==> config.mk <==
export PLATFORM = sky130hd
export DESIGN_NAME = indexed_ordered_list_engine
export DESIGN_NICKNAME = d
export VERILOG_FILES = /design/src/design/iole_pkg.sv /design/src/design/iole_cell.sv /design/src/design/indexed_ordered_list_engine.sv
export VERILOG_INCLUDE_DIRS = /design/src /design/src/design
export SDC_FILE = /design/constraint.sdc
export NUM_CORES = 1
export LEC_CHECK = 0
export ABC_CLOCK_PERIOD_IN_PS = 12030
export BUFFER_PORTS_ARGS = -buffer_cell sky130_fd_sc_hd__buf_2
export CAP_MARGIN = 30
export CORE_MARGIN = 4
export CORE_UTILIZATION = 30
export CTS_BUF_LIST = sky130_fd_sc_hd__clkbuf_4 sky130_fd_sc_hd__clkbuf_8
export DETAILED_ROUTE_END_ITERATION = 8
export SLEW_MARGIN = 10
export SYNTH_ARGS = -nofsm -noshare
export SYNTH_HDL_FRONTEND = slang
export SYNTH_SLANG_ARGS = --single-unit
==> constraint.sdc <==
create_clock -name clk -period 12.03 [get_ports clk]
set_input_delay 2.406 -clock clk [delete_from_list [all_inputs] [get_ports clk]]
set_output_delay 2.406 -clock clk [all_outputs]
set_load 0.05 [all_outputs]
==> src/design/indexed_ordered_list_engine_assert.svh <==
// assertion macros used by the list engine rtl
`ifndef INDEXED_ORDERED_LIST_ENGINE_ASSERT_SVH
`define INDEXED_ORDERED_LIST_ENGINE_ASSERT_SVH

// same-cycle implication, checked out of reset
`define IOLE_ASSERT_NOW(lbl, clk_s, rstn_s, ante, cons, msg) \
  lbl: assert property (@(posedge clk_s) disable iff (!rstn_s) (ante) |-> (cons)) \
    else $error(msg);

// next-cycle implication, checked out of reset
`define IOLE_ASSERT_NEXT(lbl, clk_s, rstn_s, ante, cons, msg) \
  lbl: assert property (@(posedge clk_s) disable iff (!rstn_s) (ante) |=> (cons)) \
    else $error(msg);

`endif

==> src/design/iole_pkg.sv <==
// types and codes of the indexed ordered list engine
package iole_pkg;

  typedef enum logic [2:0] {
    OP_PUSH_BACK  = 3'd0,
    OP_PUSH_FRONT = 3'd1,
    OP_INSERT     = 3'd2,
    OP_POP_BACK   = 3'd3,
    OP_POP_FRONT  = 3'd4,
    OP_REMOVE     = 3'd5,
    OP_READ       = 3'd6,
    OP_CLEAR      = 3'd7
  } op_t;

  typedef enum logic [1:0] {
    ST_OK     = 2'd0,
    ST_EMPTY  = 2'd1,
    ST_BADPOS = 2'd2,
    ST_FULL   = 2'd3
  } status_t;

  localparam int unsigned OUT_VALUE_BITS = 32;

  // per-cell load select
  typedef struct packed {
    logic take_new;
    logic take_left;
    logic take_right;
  } cell_ctl_t;

endpackage

==> src/design/iole_cell.sv <==
// one storage cell of the list chain
module iole_cell #(
  parameter int unsigned VALUE_BITS = 32
) (
  input  logic                         clk,
  input  iole_pkg::cell_ctl_t          ctl,
  input  logic signed [VALUE_BITS-1:0] new_value,
  input  logic signed [VALUE_BITS-1:0] left_value,
  input  logic signed [VALUE_BITS-1:0] right_value,
  output logic signed [VALUE_BITS-1:0] value
);
  import iole_pkg::*;

  logic signed [VALUE_BITS-1:0] value_r;
  logic signed [VALUE_BITS-1:0] value_nxt;

  always_comb begin
    priority if (ctl.take_new) begin
      value_nxt = new_value;
    end else if (ctl.take_left) begin
      value_nxt = left_value;
    end else if (ctl.take_right) begin
      value_nxt = right_value;
    end else begin
      value_nxt = value_r;
    end
  end

  // payload only, contents undefined until written
  always_ff @(posedge clk) begin
    value_r <= value_nxt;
  end

  assign value = value_r;

endmodule

==> src/design/indexed_ordered_list_engine.sv <==
// indexed ordered list engine: top level with the cell chain and its control
//
// keeps an ordered list of up to CAPACITY signed values, positions counted
// from 1 at the front. an item is taken at a clock edge where start is high
// and busy is low; busy never rises, so one item can be taken every cycle.
// each item gives exactly one result, shown on the out_ ports in the cycle
// after acceptance and marked by out_valid; the receiver cannot stall,
// so it must take every result in that cycle. the list lives in a row of
// CAPACITY cells: an insert or push makes every cell past the slot load
// from its left neighbor, a remove or pop makes every cell from the slot on
// load from its right neighbor, all at once. a read or pop takes the
// value through one CAPACITY-way select over the chain, which sets the
// longest path. entries hold no reset value; only entries below the count
// are ever read.
module indexed_ordered_list_engine #(
  parameter int unsigned CAPACITY   = 16,
  parameter int unsigned VALUE_BITS = 32,
  localparam int unsigned CNT_W     = $clog2(CAPACITY + 1),
  localparam int unsigned IDX_W     = $clog2(CAPACITY)
) (
  input  logic                     clk,
  input  logic                     rst_n,
  // input items
  input  logic                     start,
  output logic                     busy,
  input  logic [2:0]               in_op,
  input  logic signed [31:0]       in_item_value,
  input  logic [CNT_W-1:0]         in_position,
  // results
  output logic                     out_valid,
  output logic signed [31:0]       out_read_value,
  output logic [1:0]               out_status,
  output logic [CNT_W-1:0]         out_entry_count
);
  import iole_pkg::*;

`include "indexed_ordered_list_engine_assert.svh"

  // handshake
  logic accept;

  // list state
  logic [CNT_W-1:0] count_r;
  logic [CNT_W-1:0] count_nxt;

  // result registers
  logic                      out_valid_r;
  logic signed [31:0]        read_r;
  logic signed [31:0]        read_nxt;
  status_t                   status_r;
  status_t                   status_nxt;

  // decoded operation
  logic                      do_ins;
  logic                      do_rem;
  logic [CNT_W-1:0]          slot;
  logic                      pos_ok;
  logic [CNT_W-1:0]          pos_m1;
  logic signed [VALUE_BITS-1:0] store_value;
  logic signed [VALUE_BITS-1:0] sel_value;

  // chain wiring
  logic signed [VALUE_BITS-1:0] cell_value [CAPACITY];
  cell_ctl_t                    cell_ctl   [CAPACITY];

  assign busy        = 1'b0;
  assign accept      = start && !busy;
  assign pos_ok      = (in_position != '0) && (in_position <= count_r);
  assign pos_m1      = in_position - CNT_W'(1);
  assign store_value = VALUE_BITS'(in_item_value);

  // value at the addressed slot, low bits of the slot as index
  assign sel_value = cell_value[slot[IDX_W-1:0]];

  always_comb begin
    do_ins     = 1'b0;
    do_rem     = 1'b0;
    slot       = '0;
    count_nxt  = count_r;
    read_nxt   = '0;
    status_nxt = ST_OK;
    unique case (op_t'(in_op))
      OP_PUSH_BACK: begin
        slot = count_r;
        if (count_r == CNT_W'(CAPACITY)) begin
          status_nxt = ST_FULL;
        end else begin
          do_ins    = 1'b1;
          count_nxt = count_r + CNT_W'(1);
        end
      end
      OP_PUSH_FRONT: begin
        if (count_r == CNT_W'(CAPACITY)) begin
          status_nxt = ST_FULL;
        end else begin
          do_ins    = 1'b1;
          count_nxt = count_r + CNT_W'(1);
        end
      end
      OP_INSERT: begin
        slot = pos_m1;
        // full is tested before the position
        if (count_r == CNT_W'(CAPACITY)) begin
          status_nxt = ST_FULL;
        end else if (!pos_ok) begin
          status_nxt = ST_BADPOS;
        end else begin
          do_ins    = 1'b1;
          count_nxt = count_r + CNT_W'(1);
        end
      end
      OP_POP_BACK: begin
        slot = count_r - CNT_W'(1);
        if (count_r == '0) begin
          status_nxt = ST_EMPTY;
        end else begin
          do_rem    = 1'b1;
          count_nxt = count_r - CNT_W'(1);
          read_nxt  = 32'(sel_value);
        end
      end
      OP_POP_FRONT: begin
        if (count_r == '0) begin
          status_nxt = ST_EMPTY;
        end else begin
          do_rem    = 1'b1;
          count_nxt = count_r - CNT_W'(1);
          read_nxt  = 32'(sel_value);
        end
      end
      OP_REMOVE: begin
        slot = pos_m1;
        if (!pos_ok) begin
          status_nxt = ST_BADPOS;
        end else begin
          do_rem    = 1'b1;
          count_nxt = count_r - CNT_W'(1);
        end
      end
      OP_READ: begin
        slot = pos_m1;
        if (!pos_ok) begin
          status_nxt = ST_BADPOS;
        end else begin
          read_nxt = 32'(sel_value);
        end
      end
      OP_CLEAR: begin
        count_nxt = '0;
      end
      default: begin
        status_nxt = ST_OK;
      end
    endcase
  end

  // the cell chain: each cell sees its neighbors and its own load select
  for (genvar i = 0; i < CAPACITY; i++) begin : g_cell
    logic signed [VALUE_BITS-1:0] left_v;
    logic signed [VALUE_BITS-1:0] right_v;

    if (i == 0) begin : g_first
      assign left_v = store_value;
    end else begin : g_mid_l
      assign left_v = cell_value[i-1];
    end
    if (i == CAPACITY - 1) begin : g_last
      assign right_v = cell_value[i];
    end else begin : g_mid_r
      assign right_v = cell_value[i+1];
    end

    assign cell_ctl[i].take_new   = accept && do_ins && (slot == CNT_W'(i));
    assign cell_ctl[i].take_left  = accept && do_ins && (CNT_W'(i) > slot);
    assign cell_ctl[i].take_right = accept && do_rem && (CNT_W'(i) >= slot);

    iole_cell #(
      .VALUE_BITS(VALUE_BITS)
    ) u_cell (
      .clk        (clk),
      .ctl        (cell_ctl[i]),
      .new_value  (store_value),
      .left_value (left_v),
      .right_value(right_v),
      .value      (cell_value[i])
    );
  end

  // control state
  always_ff @(posedge clk) begin
    if (!rst_n) begin
      count_r     <= '0;
      out_valid_r <= 1'b0;
    end else begin
      out_valid_r <= accept;
      if (accept) begin
        count_r <= count_nxt;
      end
    end
  end

  // result payload
  always_ff @(posedge clk) begin
    if (accept) begin
      read_r   <= read_nxt;
      status_r <= status_nxt;
    end
  end

  assign out_valid       = out_valid_r;
  assign out_read_value  = read_r;
  assign out_status      = status_r;
  assign out_entry_count = count_r;

  // checks
  `IOLE_ASSERT_NOW(a_count_bound, clk, rst_n, 1'b1, count_r <= CNT_W'(CAPACITY),
    "entry count above capacity")
  `IOLE_ASSERT_NEXT(a_one_result, clk, rst_n, accept, out_valid_r,
    "accepted item gave no result")
  `IOLE_ASSERT_NEXT(a_no_extra, clk, rst_n, !accept, !out_valid_r,
    "result without an accepted item")
  `IOLE_ASSERT_NOW(a_full_count, clk, rst_n, out_valid_r && status_r == ST_FULL,
    count_r == CNT_W'(CAPACITY), "full status while list not full")
  `IOLE_ASSERT_NOW(a_empty_zero, clk, rst_n, out_valid_r && status_r == ST_EMPTY,
    count_r == '0 && read_r == '0, "empty status with entries or a value")

endmodule
==> flow_metrics.tcl <==
set metrics [dict create \
    worstReg2RegStart "out_entry_count[2]$_SDFFE_PN0P_" \
    finalCritPeriodShare_pct 52.4 \
    layout_min_cycle_time_ns 6.30 \
    grt_max_degree 122 \
    core_sq_um 104000 \
    setup_viol 0 \
    max_clock_freq_mhz 159 \
    syn-num-nets 2597 \
    yosysMostFrequentCell "edfxtp_1" \
    grt.total_usage_pct 18.5 \
    synth_xor_area_share_pct 0.0835 \
    layout-drive-gt1-share_pct 21.0 \
    synth_commonest_cells "546 x edfxtp_1, 354 x mux2i_1, 273 x nand2_1" \
    tightest_slew_ns 1.22 \
    initial_utilization_pct 30.3 \
    via_count 23060 \
    fp.dieW_um 332 \
    power.density_nw_per_um2 151 \
    cts-root-buf "clkbuf_8" \
    p_total_w 0.00531 \
    setup_tns_ns 0 \
    crit_start "in_position[2]" \
    synth.distinct_cells 77 \
    dieArea_sq_um 110000 \
    drc 0 \
    synth_compound_area_share_pct 14.0 \
    grt_pass1_wl_um 156000 \
    yosys.area_share.adder_pct 0.318 \
    worstHoldPathCells 2 \
    clockBufferDepth 3 \
    run_status "finished, final reports clean" \
    power_frac_clock_pct 33.6 \
    hold_viol 0 \
    crit_path_end_kind "register" \
    rows 118 \
    synth_top_area_share_pct 52.1 \
    die_h_um 332 \
    relSlewSlack_pct 18.6 \
    yosysWarnings 0 \
    place_hpwl_um 61200 \
    drt_iter0_drc 2665 \
    yosys.area_share.simple_pct 6.68 \
    drt.antenna.violating_nets 0 \
    htreeDepth 3 \
    pwr-share-comb_pct 19.7 \
    synth_top_family_by_area "multiplexers" \
    seqPwrFrac_pct 46.7 \
    syn_area_sq_um 31400 \
    critPathLaunchType "input port" \
    placedCellCount 3826 \
    grt_antenna_before_repair 8 \
    avgSynthCellArea_sq_um 12.4 \
    fin_cells 3998 \
    post_drt_wl_per_cell_um 26.5 \
    intPower_w 0.00370 \
    cts.clk_slew.worst_paths_ns 0.07 \
    crit_required_ns 12.43 \
    fin_skew_ns 0.0551 \
    slew_violations 0 \
    r2r_slack_ns 6.74 \
    synth_area_leaders "edfxtp_1 52%, mux2i_1 11%, mux4_2 9.2%" \
    postSynthCellCount 2546 \
    ys.flop_type "edfxtp_1" \
    ir_drop_mv 0.0889 \
    drt-total-wl_um 106000 \
    cts.sinks 552 \
    critPathMaxFanout 18 \
    cp.arrival_ns 6.70 \
    synth_edf_count 546 \
    ys_ff_latch 552 \
    post_cts_resized 0 \
    synthToLayoutAreaGrowth_pct 12.1 \
    reg2regPathDepth 10 \
    dr.pass1.iters 5 \
    hold_path_end "g_cell[3].u_cell.value[13]$_DFFE_PP_" \
    synthArstFlopShare_pct 0 \
    p_leak_nw 12.5 \
    clk_latency_ns 0.75 \
    yosysSeqAreaShare_pct 52.5 \
    rsz0062_at_grt "no" \
    synth.mux.area_fraction_pct 22.7 \
    numCtsBuffers 95 \
    port_buffers 82 \
    hold_path.startpoint "g_cell[4].u_cell.value[13]$_DFFE_PP_" \
    switching_share_pct 30.4 \
    switchingPower_w 0.00162 \
    grt_pass1_vias 23052 \
    viasPerCell 5.77 \
    cts_tree "yes" \
    cts_setup_buffers 0 \
    final_nets 2596 \
    crit_type "in -> reg" \
    fillCellCount 10198 \
    place.gp.congestion 0.824 \
    max-cap-violations 0 \
    hold_class "reg -> reg" \
    ctsHoldBuffers 0 \
    r2r_end "g_cell[14].u_cell.value[10]$_DFFE_PP_" \
    io_pins 84 \
    yosysTopAreaCell "edfxtp_1" \
    grt-ovfl-total 0 \
]
==> final cells by class <==
cell class	count	area, sq um	share of cell area [%]
multi-input combinational	1735	14100	39.9
clock buffer	126	1550	4.39
timing repair buffer	150	1000	2.84
clock inverter	38	333	0.944
antenna	6	15.0	0.0426
tap	1380	1730	4.90
sequential	552	16500	46.8
inverter	11	41.3	0.117
==> per-layer routing <==
| metal | global-route usage, % | wire [um] | vias to the layer above |
|---|---|---|---|
| li1 | - | - | 9983 |
| met1 | 23.9 | 42400 | 11565 |
| met2 | 30.6 | 50600 | 1263 |
| met3 | 3.27 | 8900 | 245 |
| met4 | 7.94 | 4070 | 4 |
| met5 | 0 | 21 | - |
==> worst max path at each step <==
| stage | endpoint | slack [ns] | depth (start not counted) |
|---|---|---|---|
| after floorplan | g_cell[2].u_cell.value[0]$_DFFE_PP_ | 4.19 | 8 |
| after global placement | g_cell[12].u_cell.value[20]$_DFFE_PP_ | 4.84 | 10 |
| after detailed placement | g_cell[10].u_cell.value[11]$_DFFE_PP_ | 5.05 | 9 |
| after CTS | g_cell[10].u_cell.value[11]$_DFFE_PP_ | 5.80 | 9 |
| after global routing | g_cell[14].u_cell.value[3]$_DFFE_PP_ | 5.50 | 10 |
| final | g_cell[14].u_cell.value[10]$_DFFE_PP_ | 5.73 | 10 |
==> flip-flops by register name, indices dropped and copies added, names as in the netlist <==
signal	count
out_entry_count	5
out_read_value	32
out_valid	1
g_cell.u_cell.value	512
out_status	2
==> logic make-up (layout without fill, tap and decap cells) <==
group / Yosys count / count (layout)
AOI/OAI and AO/OA: 680 / 680
xor gates and xnor gates: 3 / 3
adders and majority gates: 8 / 8
buffers and inverters: 259 / 325
DFF: 552 / 552
muxes: 546 / 546
other: 1 / 7
and+or+nand+nor: 497 / 497
==> per-stage QoR <==
| step | hold WS (ns) | utilization (%) | worst slack [ns] | area [sq um] |
|---|---|---|---|---|
| 2_1_floorplan | 0.539 | - | 4.19 | 31400 |
| 3_3_place_gp | 0.566 | 32.0 | 4.84 | 33200 |
| 3_5_place_dp | 0.569 | 32.1 | 5.05 | 33300 |
| 4_1_cts | 0.554 | 33.9 | 5.80 | 35200 |
| 5_1_grt | 0.606 | 34.0 | 5.50 | 35300 |
| 6_report | 0.570 | 34.0 | 5.73 | 35300 |
==> power by group through the flow <==
stage / Sequential [W] / Clock [W] / Combinational, W
after floorplan: 0.00251 / 0 / 0.000668
after global placement: 0.00251 / 0 / 0.00101
after detailed placement: 0.00251 / 0 / 0.00103
after CTS: 0.00248 / 0.00182 / 0.00103
after global routing: 0.00250 / 0.00191 / 0.00111
final: 0.00248 / 0.00179 / 0.00104
==> worst max-delay path, stage by stage <==
cell      delay, ns
buf_2          0.15
ha_1           0.31
o211ai_1       0.17
a21oi_1        0.05
o21ai_0        0.52
nand2_1        0.14
a211oi_2       0.66
nand3_1        0.79
a21oi_4        1.03
buf_4          0.44
==> layout by cell type (no fill, tap or decap), types with 34 or more instances in the layout <==
cell       count
a21oi_1      109
buf_2         82
buf_4         61
a2bb2oi_1     64
a22oi_1       66
o21ai_0      180
nor2_1       144
o2bb2ai_1     64
nand2_1      267
clkbuf_8      96
o22ai_1       99
edfxtp_1     546
mux2i_1      354
mux4_2       128
a31oi_1       34
mux2_2        64
No activity file was read; power rests on OpenSTA's default activity.
